==> src/hdl/bpp_pkg.sv <==
`timescale 1ns / 1ps
`default_nettype none

package bpp_pkg;

  localparam int GRID_MAX_DEF = 64;
  localparam int COORD_W      = 6;
  localparam int VALUE_W      = 64;
  localparam int GRID_W       = 7;
  localparam int CFG_IDX_W    = 2;
  localparam int ERR_W        = 9;

  // register indexes of the configuration port
  localparam logic [CFG_IDX_W-1:0] CFG_GRID_WIDTH    = 2'd0;
  localparam logic [CFG_IDX_W-1:0] CFG_GRID_HEIGHT   = 2'd1;
  localparam logic [CFG_IDX_W-1:0] CFG_DEFAULT_VALUE = 2'd2;

  typedef enum logic [1:0] {
    REQ_POINT = 2'd0,
    REQ_LINE  = 2'd1,
    REQ_MARK  = 2'd2,
    REQ_CLOSE = 2'd3
  } req_type_t;

  typedef enum logic [2:0] {
    ST_IDLE  = 3'b001,
    ST_SETUP = 3'b010,
    ST_RUN   = 3'b100
  } state_t;

  // sequencer commands to the step unit
  typedef struct packed {
    logic load;   // capture start and end points
    logic init;   // work out deltas, directions and error term
    logic step;   // advance one pixel
  } walk_ctl_t;

  typedef logic [COORD_W-1:0] coord_t;

endpackage

`default_nettype wire

==> src/hdl/polyline_bresenham_plotter_top.sv <==
`timescale 1ns / 1ps
`default_nettype none
// the first pixel of a request passes the setup and run states into the output register
// a run of n pixels (n up to 64) holds the input until its last pixel is loaded,
//   one pixel per cycle from the shared step unit while the output is taken
// mark requests and requests before the first point leave the input free and show nothing
// reset (synchronous, rst_n low): grid 64 x 64, plot value 0, no polyline started

module polyline_bresenham_plotter_top #(
  parameter int GRID_MAX = bpp_pkg::GRID_MAX_DEF
) (
  input  wire logic                           clk,
  input  wire logic                           rst_n,
  // request channel
  input  wire logic                           in_valid,
  output logic                                in_ready,
  input  wire logic [1:0]                     in_req_type,
  input  wire logic [bpp_pkg::COORD_W-1:0]    in_coord_x,
  input  wire logic [bpp_pkg::COORD_W-1:0]    in_coord_y,
  input  wire logic                           in_has_value,
  input  wire logic [bpp_pkg::VALUE_W-1:0]    in_new_value,
  // pixel channel
  output logic                                out_valid,
  input  wire logic                           out_ready,
  output logic [bpp_pkg::COORD_W-1:0]         out_pix_x,
  output logic [bpp_pkg::COORD_W-1:0]         out_pix_y,
  output logic [bpp_pkg::VALUE_W-1:0]         out_pix_value,
  output logic                                out_in_grid,
  output logic                                out_last,
  // configuration writes
  input  wire logic                           cfg_we,
  input  wire logic [bpp_pkg::CFG_IDX_W-1:0]  cfg_index,
  input  wire logic [bpp_pkg::VALUE_W-1:0]    cfg_wdata
);
  import bpp_pkg::*;

  // largest coordinate, incoming coordinates saturate here
  localparam coord_t CoordMax = coord_t'(GRID_MAX - 1);
  localparam logic [GRID_W-1:0] GridReset = GRID_W'(GRID_MAX);

  state_t state_r, state_nxt;

  // polyline state
  coord_t cur_x_r, cur_y_r, mark_x_r, mark_y_r;
  coord_t cur_x_nxt, cur_y_nxt, mark_x_nxt, mark_y_nxt;
  logic   started_r, started_nxt;
  logic [VALUE_W-1:0] plot_value_r, plot_value_nxt;
  logic [GRID_W-1:0]  grid_width_r, grid_height_r;

  // output register
  logic   out_valid_r, out_valid_nxt;
  coord_t out_x_r, out_y_r;
  logic   out_in_grid_r, out_last_r;
  logic [VALUE_W-1:0] out_value_r;

  walk_ctl_t walk_ctl;
  coord_t    walk_sx, walk_sy, walk_ex, walk_ey;
  coord_t    walk_x, walk_y;
  logic      walk_done;

  logic      accept;
  logic      out_load;
  coord_t    tgt_x, tgt_y;
  req_type_t req;

  // shared step unit: one bresenham step per cycle while the output slot is free or being emptied
  bpp_walk u_walk (
    .clk     (clk),
    .ctl     (walk_ctl),
    .start_x (walk_sx),
    .start_y (walk_sy),
    .end_x   (walk_ex),
    .end_y   (walk_ey),
    .pix_x   (walk_x),
    .pix_y   (walk_y),
    .done    (walk_done)
  );

  assign in_ready = (state_r == ST_IDLE);
  assign accept   = in_valid && in_ready;
  assign req      = req_type_t'(in_req_type);

  // saturate targets beyond the grid parameter
  assign tgt_x = (in_coord_x > CoordMax) ? CoordMax : in_coord_x;
  assign tgt_y = (in_coord_y > CoordMax) ? CoordMax : in_coord_y;

  // a pixel moves into the output register when the slot is free or being emptied
  assign out_load = (state_r == ST_RUN) && (!out_valid_r || out_ready);

  always_comb begin
    state_nxt      = state_r;
    cur_x_nxt      = cur_x_r;
    cur_y_nxt      = cur_y_r;
    mark_x_nxt     = mark_x_r;
    mark_y_nxt     = mark_y_r;
    started_nxt    = started_r;
    plot_value_nxt = plot_value_r;
    walk_ctl       = '0;
    walk_sx        = cur_x_r;
    walk_sy        = cur_y_r;
    walk_ex        = tgt_x;
    walk_ey        = tgt_y;

    // a default value write also replaces the value in force
    if (cfg_we && cfg_index == CFG_DEFAULT_VALUE) begin
      plot_value_nxt = cfg_wdata;
    end

    case (state_r)
      ST_IDLE: begin
        if (accept) begin
          case (req)
            REQ_POINT: begin
              // a point is walked as a run onto itself: one pixel
              if (in_has_value) begin
                plot_value_nxt = in_new_value;
              end
              cur_x_nxt     = tgt_x;
              cur_y_nxt     = tgt_y;
              mark_x_nxt    = tgt_x;
              mark_y_nxt    = tgt_y;
              started_nxt   = 1'b1;
              walk_sx       = tgt_x;
              walk_sy       = tgt_y;
              walk_ctl.load = 1'b1;
              state_nxt     = ST_SETUP;
            end
            REQ_LINE: begin
              if (started_r) begin
                cur_x_nxt     = tgt_x;
                cur_y_nxt     = tgt_y;
                walk_ctl.load = 1'b1;
                state_nxt     = ST_SETUP;
              end
            end
            REQ_MARK: begin
              if (started_r) begin
                mark_x_nxt = cur_x_r;
                mark_y_nxt = cur_y_r;
              end
            end
            REQ_CLOSE: begin
              // back to the mark, which then becomes current
              if (started_r) begin
                walk_ex       = mark_x_r;
                walk_ey       = mark_y_r;
                cur_x_nxt     = mark_x_r;
                cur_y_nxt     = mark_y_r;
                walk_ctl.load = 1'b1;
                state_nxt     = ST_SETUP;
              end
            end
            default: begin
            end
          endcase
        end
      end
      ST_SETUP: begin
        walk_ctl.init = 1'b1;
        state_nxt     = ST_RUN;
      end
      ST_RUN: begin
        if (out_load) begin
          if (walk_done) begin
            state_nxt = ST_IDLE;
          end else begin
            walk_ctl.step = 1'b1;
          end
        end
      end
      default: begin
        state_nxt = ST_IDLE;
      end
    endcase
  end

  always_comb begin
    out_valid_nxt = out_valid_r;
    if (out_load) begin
      out_valid_nxt = 1'b1;
    end else if (out_ready) begin
      out_valid_nxt = 1'b0;
    end
  end

  always_ff @(posedge clk) begin
    if (!rst_n) begin
      state_r       <= ST_IDLE;
      cur_x_r       <= '0;
      cur_y_r       <= '0;
      mark_x_r      <= '0;
      mark_y_r      <= '0;
      started_r     <= 1'b0;
      plot_value_r  <= '0;
      grid_width_r  <= GridReset;
      grid_height_r <= GridReset;
      out_valid_r   <= 1'b0;
    end else begin
      state_r      <= state_nxt;
      cur_x_r      <= cur_x_nxt;
      cur_y_r      <= cur_y_nxt;
      mark_x_r     <= mark_x_nxt;
      mark_y_r     <= mark_y_nxt;
      started_r    <= started_nxt;
      plot_value_r <= plot_value_nxt;
      out_valid_r  <= out_valid_nxt;
      if (cfg_we && cfg_index == CFG_GRID_WIDTH) begin
        grid_width_r <= cfg_wdata[GRID_W-1:0];
      end
      if (cfg_we && cfg_index == CFG_GRID_HEIGHT) begin
        grid_height_r <= cfg_wdata[GRID_W-1:0];
      end
    end
  end

  // pixel payload, flagged against the configured grid
  always_ff @(posedge clk) begin
    if (out_load) begin
      out_x_r       <= walk_x;
      out_y_r       <= walk_y;
      out_value_r   <= plot_value_r;
      out_in_grid_r <= ({1'b0, walk_x} < grid_width_r) && ({1'b0, walk_y} < grid_height_r);
      out_last_r    <= walk_done;
    end
  end

  assign out_valid     = out_valid_r;
  assign out_pix_x     = out_x_r;
  assign out_pix_y     = out_y_r;
  assign out_pix_value = out_value_r;
  assign out_in_grid   = out_in_grid_r;
  assign out_last      = out_last_r;

endmodule

`default_nettype wire

==> src/hdl/bpp_walk.sv <==
`timescale 1ns / 1ps
`default_nettype none

module bpp_walk (
  input  wire logic              clk,
  input  wire bpp_pkg::walk_ctl_t ctl,
  input  wire bpp_pkg::coord_t   start_x,
  input  wire bpp_pkg::coord_t   start_y,
  input  wire bpp_pkg::coord_t   end_x,
  input  wire bpp_pkg::coord_t   end_y,
  output bpp_pkg::coord_t        pix_x,
  output bpp_pkg::coord_t        pix_y,
  output logic                   done
);
  import bpp_pkg::*;

  coord_t x_r, y_r, tx_r, ty_r, dx_r, ady_r;
  logic   sx_r, sy_r;
  logic signed [ERR_W-1:0] err_r;

  coord_t x_nxt, y_nxt, dx_nxt, ady_nxt;
  logic   sx_nxt, sy_nxt;
  logic signed [ERR_W-1:0] err_nxt;
  logic signed [ERR_W:0]   e2;
  logic signed [ERR_W:0]   dx_s, dy_s;
  logic   step_x, step_y;

  always_comb begin
    dx_nxt  = (tx_r >= x_r) ? coord_t'(tx_r - x_r) : coord_t'(x_r - tx_r);
    ady_nxt = (ty_r >= y_r) ? coord_t'(ty_r - y_r) : coord_t'(y_r - ty_r);
    sx_nxt  = (x_r < tx_r);
    sy_nxt  = (y_r < ty_r);

    dx_s   = $signed({{(ERR_W+1-COORD_W){1'b0}}, dx_r});
    dy_s   = -$signed({{(ERR_W+1-COORD_W){1'b0}}, ady_r});
    e2     = {err_r, 1'b0};
    step_x = (e2 > dy_s);
    step_y = (e2 < dx_s);
    err_nxt = ERR_W'({err_r[ERR_W-1], err_r} + (step_x ? dy_s : '0) + (step_y ? dx_s : '0));
    x_nxt  = step_x ? (sx_r ? coord_t'(x_r + 1'b1) : coord_t'(x_r - 1'b1)) : x_r;
    y_nxt  = step_y ? (sy_r ? coord_t'(y_r + 1'b1) : coord_t'(y_r - 1'b1)) : y_r;
  end

  always_ff @(posedge clk) begin
    if (ctl.load) begin
      x_r  <= start_x;
      y_r  <= start_y;
      tx_r <= end_x;
      ty_r <= end_y;
    end else if (ctl.init) begin
      dx_r  <= dx_nxt;
      ady_r <= ady_nxt;
      sx_r  <= sx_nxt;
      sy_r  <= sy_nxt;
      err_r <= ERR_W'($signed({1'b0, dx_nxt}) - $signed({1'b0, ady_nxt}));
    end else if (ctl.step) begin
      x_r   <= x_nxt;
      y_r   <= y_nxt;
      err_r <= err_nxt;
    end
  end

  assign pix_x = x_r;
  assign pix_y = y_r;
  assign done  = (x_r == tx_r) && (y_r == ty_r);

endmodule

`default_nettype wire

==> config.mk <==
export PLATFORM = sky130hd
export DESIGN_NAME = polyline_bresenham_plotter_top
export DESIGN_NICKNAME = d
export VERILOG_FILES = /design/src/hdl/bpp_pkg.sv /design/src/hdl/polyline_bresenham_plotter_top.sv /design/src/hdl/bpp_walk.sv
export SDC_FILE = /design/constraint.sdc
export NUM_CORES = 1
export LEC_CHECK = 0
export BUFFER_PORTS_ARGS = -buffer_cell sky130_fd_sc_hd__buf_2
export CAP_MARGIN = 20
export CORE_UTILIZATION = 55
export DETAILED_ROUTE_END_ITERATION = 12
export PLACE_DENSITY = 0.83
export SYNTH_ARGS = -nofsm -noshare
export SYNTH_HDL_FRONTEND = slang
export SYNTH_SLANG_ARGS = --single-unit
==> constraint.sdc <==
create_clock -name clk -period 5.98 [get_ports clk]
set_input_delay 0 -clock clk [delete_from_list [all_inputs] [get_ports clk]]
set_output_delay 0 -clock clk [all_outputs]
set_load 0.02 [all_outputs]
==> results of run 1 <==
## stage by stage
stage          setup slack (ps)  std cells  utilization, %  hold WS [ps]  power, mW
6_report                    893       1690            74.3          87.2       3.90
3_3_place_gp                995       1489            62.7           239       2.18
3_5_place_dp                888       1489            62.7           244       2.20
5_1_grt                     546       1690            74.3          93.0       4.00
2_1_floorplan               909       1029               -           125       2.07
4_1_cts                     875       1686            73.8           113       3.81
## what timing repair did
item | in CTS | in global routing
endpoints found under the setup margin | 0 | 0
resized for setup | 0 | 0
endpoints found under the hold margin | 129 | 0
hold buffers | 151 | 0
## worst register-to-register path: cells and delay by family, from the launching register on
kind	cells	cell delay, ps
flops	1	410
compound gates	6	1390
simple gates	6	1140
xor+xnor	3	500
buf+inv	2	250
fa+ha+maj	3	1140
## cell type report
| class | count | area, sq um | share of cell area (%) |
|---|---|---|---|
| Clock buffer | 33 | 728 | 4.66 |
| Inverter | 83 | 312 | 2.00 |
| Multi-Input combinational cell | 663 | 5430 | 34.8 |
| Sequential cell | 232 | 5900 | 37.8 |
| Clock inverter | 13 | 96.3 | 0.617 |
| Timing Repair Buffer | 391 | 2810 | 18.0 |
| Tap cell | 275 | 344 | 2.20 |
## power by group through the flow
stage / clock, mW / combinational, mW / sequential [mW]
3_5_place_dp: 0 / 0.398 / 1.80
5_1_grt: 1.66 / 0.567 / 1.78
3_3_place_gp: 0 / 0.381 / 1.80
4_1_cts: 1.56 / 0.482 / 1.77
2_1_floorplan: 0 / 0.283 / 1.79
6_report: 1.59 / 0.528 / 1.77
## metal layers
metal | track usage (%) | part of all wire [%] | vias up
met5 | 0 | 0.037 | -
met1 | 34.6 | 36 | 4809
met4 | 16.0 | 6.6 | 2
met2 | 57.8 | 50 | 621
li1 | - | - | 4431
met3 | 6.41 | 7.3 | 212
## state kept, by name (all words and copies together) (netlist names), 7 cells and up
name and cells:
grid_height_r 7, grid_width_r 7, out_pix_value 64, plot_value_r 64, u_walk.err_r 9
## kinds of logic after synthesis
logic type                 Yosys count
AOI/OAI and AO/OA                  209
xor gates and xnor gates            35
adders and majority gates           89
buffers and inverters              134
DFF                                232
muxes                              123
and+or+nand+nor                    207
## placed cells by master, fill, tap and decap left out, drive strengths merged, types with 16 or more instances in the layout
| cell | instances |
|---|---|
| edfxtp | 125 |
| a21oi | 32 |
| dlygate4sd3 | 151 |
| mux2 | 16 |
| clkbuf | 33 |
| ha | 75 |
| o21ai | 32 |
| nand2 | 117 |
| o211a | 88 |
| mux2i | 107 |
| inv | 85 |
| dfxtp | 107 |
| xnor2 | 22 |
| buf | 240 |
| nor2b | 20 |
| nor2 | 30 |
## worst max path at each step
stage / from / depth (start not counted) / slack [ps] / to
floorplan: state_r[2] / 3 / 910 / u_walk.pix_y[0]
global placement: u_walk.ady_r[1] / 20 / 1000 / u_walk.err_r[8]
detailed placement: u_walk.ady_r[1] / 20 / 890 / u_walk.err_r[8]
CTS: u_walk.ady_r[1] / 20 / 880 / u_walk.err_r[8]
global route: u_walk.ady_r[1] / 19 / 550 / u_walk.err_r[8]
finish: u_walk.ady_r[1] / 20 / 890 / u_walk.err_r[8]
==> results.sh, run 1 <==
export IMPL_yosys_area_share_simple_pct=8.02
export IMPL_final_period_utilization_pct=85.1
export IMPL_crit_type="reg2reg"
export IMPL_status="completed"
export IMPL_rows=53
export IMPL_clk_pin_slew_worst_paths_ps=60
export IMPL_regToRegSetupSlack_ps=890
export IMPL_final_antenna_net_count=0
export IMPL_h_tree_depth=1
export IMPL_syn_inst=1029
export IMPL_synthArstFlopShare_pct=0
export IMPL_drtPass1Iterations=6
export IMPL_wl_per_cell_um=22.4
export IMPL_holdPathStages=3
export IMPL_synth_top_family_by_area="compound AO/OA/AOI/OAI gates"
export IMPL_fmax_mhz=197
export IMPL_rsz0062_at_grt="no"
export IMPL_core_sq_um=21000
export IMPL_start_kind="flop"
export IMPL_first_global_vias=10300
export IMPL_track_usage_pct=31.6
export IMPL_synthTopCellsByArea="edfxtp_1 32%, dfxtp_1 18%, mux2i_1 9.1%"
export IMPL_initial_core_util_pct=56.2
export IMPL_synthMostInstantiatedCell="edfxtp_1"
export IMPL_crit_fanout=8
export IMPL_pwr_share_clk_pct=40.9
export IMPL_clock_sinks=232
export IMPL_gr_total_overflow=0
export IMPL_hold_path_startpoint="rst_n"
export IMPL_cts_tree="done"
export IMPL_die_width_um=149
export IMPL_vias_per_cell=5.96
export IMPL_slew_headroom_pct=22.1
export IMPL_dr_first_iter_drc_count=1014
export IMPL_power_leakage_nw=8.06
export IMPL_synth_warnings=0
export IMPL_fin_setup_tns_ps=0
export IMPL_synth_top_area_share_pct=31.8
export IMPL_cts_inserted_buffers=25
export IMPL_worst_path_buf_inv=2
export IMPL_worstSkewPairLatency_ps=530
export IMPL_holdPathEnd="grid_height_r[6]"
export IMPL_setup_viol_count_final=0
export IMPL_hp_class="in2reg"
export IMPL_crit_chain="or3_1 > nor3_1 > xor2_1 > ha_1 > and4_1 > a41oi_2 > nor2_1 > a311oi_2 > buf_4 > nand2b_1 > fa_1 > inv_1 > ha_1 > a21o_1 > a211oi_1 > nor2_1 > o41ai_1 > xnor2_1 > xnor2_1 > a21bo_1"
export IMPL_place_congestion=0.873
export IMPL_cp_end_kind="flop"
export IMPL_antenna_found_initial=1
export IMPL_cp_slowest_cell="fa_1"
export IMPL_dp_hpwl_um=19800
export IMPL_portBuffers=229
export IMPL_postPlaceCellArea_sq_um=13200
export IMPL_skew_ps=16.1
export IMPL_tightest_slew_ps=1160
export IMPL_yosys_top_cells_count="125 x edfxtp_1, 117 x nand2_1, 107 x dfxtp_1, 107 x mux2i_1, 88 x o211a_1"
export IMPL_fill_cells=1263
export IMPL_cts_setup_buffers=0
export IMPL_slew_viol_final=0
export IMPL_cts_root_to_sink_buffers=3
export IMPL_cts_root_buffer="clkbuf_16"
export IMPL_p_sw_share_pct=25.5
export IMPL_synth_area_per_cell_sq_um=11.5
export IMPL_drive_gt1_share_pct=21.8
export IMPL_powerDensity_nw_per_um2=250
export IMPL_cap_viol_max_count=0
export IMPL_synth_compound_area_share_pct=14.3
export IMPL_num_vias=10100
export IMPL_areaGrowthSynthToFinish_pct=32.2
export IMPL_r2r_end="u_walk.err_r[8]"
export IMPL_required_ps=6270
export IMPL_stdcell_area_sq_um=15600
export IMPL_synth_edf_count=125
export IMPL_hold_viol_final=0
export IMPL_fin_crit_ps=5090
export IMPL_syn_area_sq_um=11800
export IMPL_switchingPower_mw=0.995
export IMPL_die_area_sq_um=22100
export IMPL_r2r_worst_path_cells=20
export IMPL_synthXorXnorAreaFrac_pct=2.59
export IMPL_synth_nets=1268
export IMPL_power_internal_mw=2.90
export IMPL_die_h_um=149
export IMPL_synth_main_ff_cell="edfxtp_1"
export IMPL_sequentialPowerShare_pct=45.5
export IMPL_antenna_cells=0
export IMPL_ir_worst_vdd_mv=0.289
export IMPL_yosysSeqAreaShare_pct=49.9
export IMPL_synth_fa_ha_area_share_pct=10.3
export IMPL_ios=230
export IMPL_synth_area_mux_share_pct=10.6
export IMPL_ys_types=54
export IMPL_drc=0
export IMPL_synth_seq_cells=232
export IMPL_crit_arrival_ps=5380
export IMPL_grt_max_degree=108
export IMPL_crit_family="compound AO/OA/AOI/OAI gates"
export IMPL_cp_slowest_stage_delay_ps=570
export IMPL_fin_nets=1635
export IMPL_synth_largest_area_cell="edfxtp_1"
export IMPL_crit_reg2reg_launch="u_walk.ady_r[1]"
export IMPL_drt_total_wl_um=37900
export IMPL_combPwrFrac_pct=13.6
export IMPL_grt_first_pass_wirelength_um=54200
Note: power is estimated with default switching activity, not from simulation.
==> run 2: changes to the inputs <==
--- a/config.mk
+++ b/config.mk
@@ -7,9 +7,9 @@
 export LEC_CHECK = 0
 export BUFFER_PORTS_ARGS = -buffer_cell sky130_fd_sc_hd__buf_2
 export CAP_MARGIN = 20
-export CORE_UTILIZATION = 55
+export CORE_UTILIZATION = 50
 export DETAILED_ROUTE_END_ITERATION = 12
-export PLACE_DENSITY = 0.83
+export PLACE_DENSITY = 0.79
 export SYNTH_ARGS = -nofsm -noshare
 export SYNTH_HDL_FRONTEND = slang
 export SYNTH_SLANG_ARGS = --single-unit
==> constraint.sdc (replaced) <==
create_clock -name clk -period 4.6 [get_ports clk]
set_input_delay 0 -clock clk [delete_from_list [all_inputs] [get_ports clk]]
set_output_delay 0 -clock clk [all_outputs]
set_load 0.02 [all_outputs]
==> results.sh, run 2 (same netlist as run 1, synthesis figures left out) <==
export IMPL_r2r_worst_path_cells=19
export IMPL_multiInputGateArea_sq_um=5570
export IMPL_final_period_utilization_pct=102
export IMPL_fin_nets=1654
export IMPL_tightest_slew_ps=1080
export IMPL_ir_worst_vdd_mv=0.480
export IMPL_slew_viol_final=0
export IMPL_skew_ps=29.7
export IMPL_utilization_pct=70.0
export IMPL_drt_total_wl_um=34500
export IMPL_areaGrowthSynthToFinish_pct=35.7
export IMPL_power_leakage_nw=8.19
export IMPL_track_usage_pct=27.6
export IMPL_grt_first_pass_wirelength_um=52300
export IMPL_rows=55
export IMPL_rsz0062_at_grt="yes"
export IMPL_failed_checks="negative setup slack"
export IMPL_clk_pin_slew_worst_paths_ps=60
export IMPL_dp_hpwl_um=20000
export IMPL_status="complete, but fails checks"
export IMPL_hold_viol_final=0
export IMPL_setup_viol_count_final=1
export IMPL_regArea_sq_um=5900
export IMPL_drive_gt1_share_pct=24.2
export IMPL_cp_slowest_cell="fa_1"
export IMPL_fin_setup_tns_ps=-100
export IMPL_fin_crit_ps=4700
export IMPL_first_global_vias=10000
export IMPL_num_vias=9562
export IMPL_total_power_mw=5.26
export IMPL_required_ps=4880
export IMPL_cp_end_kind="flop"
export IMPL_crit_arrival_ps=4980
export IMPL_place_congestion=0.839
export IMPL_postPlaceCellArea_sq_um=13300
export IMPL_crit_chain="or3_4 > nor4_1 > ha_1 > and4_1 > a41oi_2 > nor2_2 > a311oi_2 > buf_4 > nand2_4 > fa_1 > inv_1 > ha_2 > a21o_1 > a211oi_2 > nor2_2 > o41ai_2 > xnor2_1 > xnor2_1 > a21bo_1"
export IMPL_final_antenna_net_count=0
export IMPL_dp_worst_setup_slack_ps=-156
export IMPL_crit_fanout=4
export IMPL_crit_family="compound AO/OA/AOI/OAI gates"
export IMPL_core_sq_um=22900
export IMPL_clock_sinks=232
export IMPL_antenna_found_initial=5
export IMPL_crit_cells=19
export IMPL_start_kind="flop"
export IMPL_powerDensity_nw_per_um2=328
export IMPL_cts_tree="done"
export IMPL_mostFrequentLayoutCell="buf_2"
export IMPL_holdPathStages=5
export IMPL_fin_ws_ps=-100
export IMPL_cts_root_buffer="clkbuf_16"
export IMPL_hp_class="in2reg"
export IMPL_dr_first_iter_drc_count=689
export IMPL_drc=0
export IMPL_ios=230
export IMPL_die_width_um=156
export IMPL_worstSkewPairLatency_ps=550
export IMPL_cap_viol_max_count=0
export IMPL_h_tree_depth=1
export IMPL_fmax_mhz=213
export IMPL_cts_inserted_buffers=27
export IMPL_gr_total_overflow=0
export IMPL_initial_core_util_pct=51.6
export IMPL_die_area_sq_um=24200
export IMPL_crit_type="reg2reg"
export IMPL_wl_per_cell_um=19.7
export IMPL_slew_headroom_pct=27.8
export IMPL_die_h_um=156
export IMPL_fill_cells=1572
export IMPL_cts_root_to_sink_buffers=3
export IMPL_portBuffers=229
export IMPL_vias_per_cell=5.45
export IMPL_stdcell_area_sq_um=16000
export IMPL_grt_max_degree=108
export IMPL_cp_slowest_stage_delay_ps=480
export IMPL_worst_path_buf_inv=2
export IMPL_drtPass1Iterations=5
export IMPL_final_cell_mix="228 x buf_2, 154 x dlygate4sd3_1, 125 x edfxtp_1, 115 x nand2_1"
## run 2: worst min-delay path: cells and delay by family
| kind | cells | cell delay, ps |
|---|---|---|
| AO/OA/AOI/OAI | 2 | 140 |
| buffers and inverters | 1 | 120 |
| AND/OR/NAND/NOR | 2 | 300 |
## run 2: worst paths after layout
path               startpoint  slack, ps           endpoint
min            in_req_type[1]        150    u_walk.pix_y[1]
min reg2reg  plot_value_r[10]        430  out_pix_value[10]
max           u_walk.ady_r[1]       -100    u_walk.err_r[8]
max reg2reg   u_walk.ady_r[1]       -100    u_walk.err_r[8]
## run 2: routing by layer
metal,share of wire [%],GRT usage [%],vias up
met5,0.038,0,-
met4,5.3,13.1,2
met3,5.2,4.97,119
met2,51,48.7,347
met1,39,32.4,4624
li1,-,-,4470
## run 2: metrics by stage
step	hold slack (ps)	std cells
detailed placement	244	1538
CTS	91.2	1745
floorplan	125	1029
global route	178	1753
global placement	239	1538
finish	146	1753
## run 2: where the power goes
part           leakage (nW)  internal (mW)  switching (mW)
logic                  5.75          0.344           0.321
clock network         0.466           1.38           0.910
registers              1.98           2.25          0.0505
total                  8.19           3.98            1.28
## run 2: final cells by class
type | instances | area share, %
Inverter | 83 | 1.94
Multi-Input combinational cell | 663 | 34.7
Antenna cell | 4 | 0.0624
Tap cell | 313 | 2.44
Sequential cell | 232 | 36.8
Clock buffer | 35 | 4.66
Clock inverter | 15 | 1.29
Timing Repair Buffer | 408 | 18.1
## run 2: timing repair
item | CTS | global route
hold endpoints to repair | 129 | 22
setup endpoints to repair | 2 | 4
gates resized for setup | 15 | 9
buffers inserted | 4 | 2
hold buffers | 153 | 1
pin swaps | 17 | 4
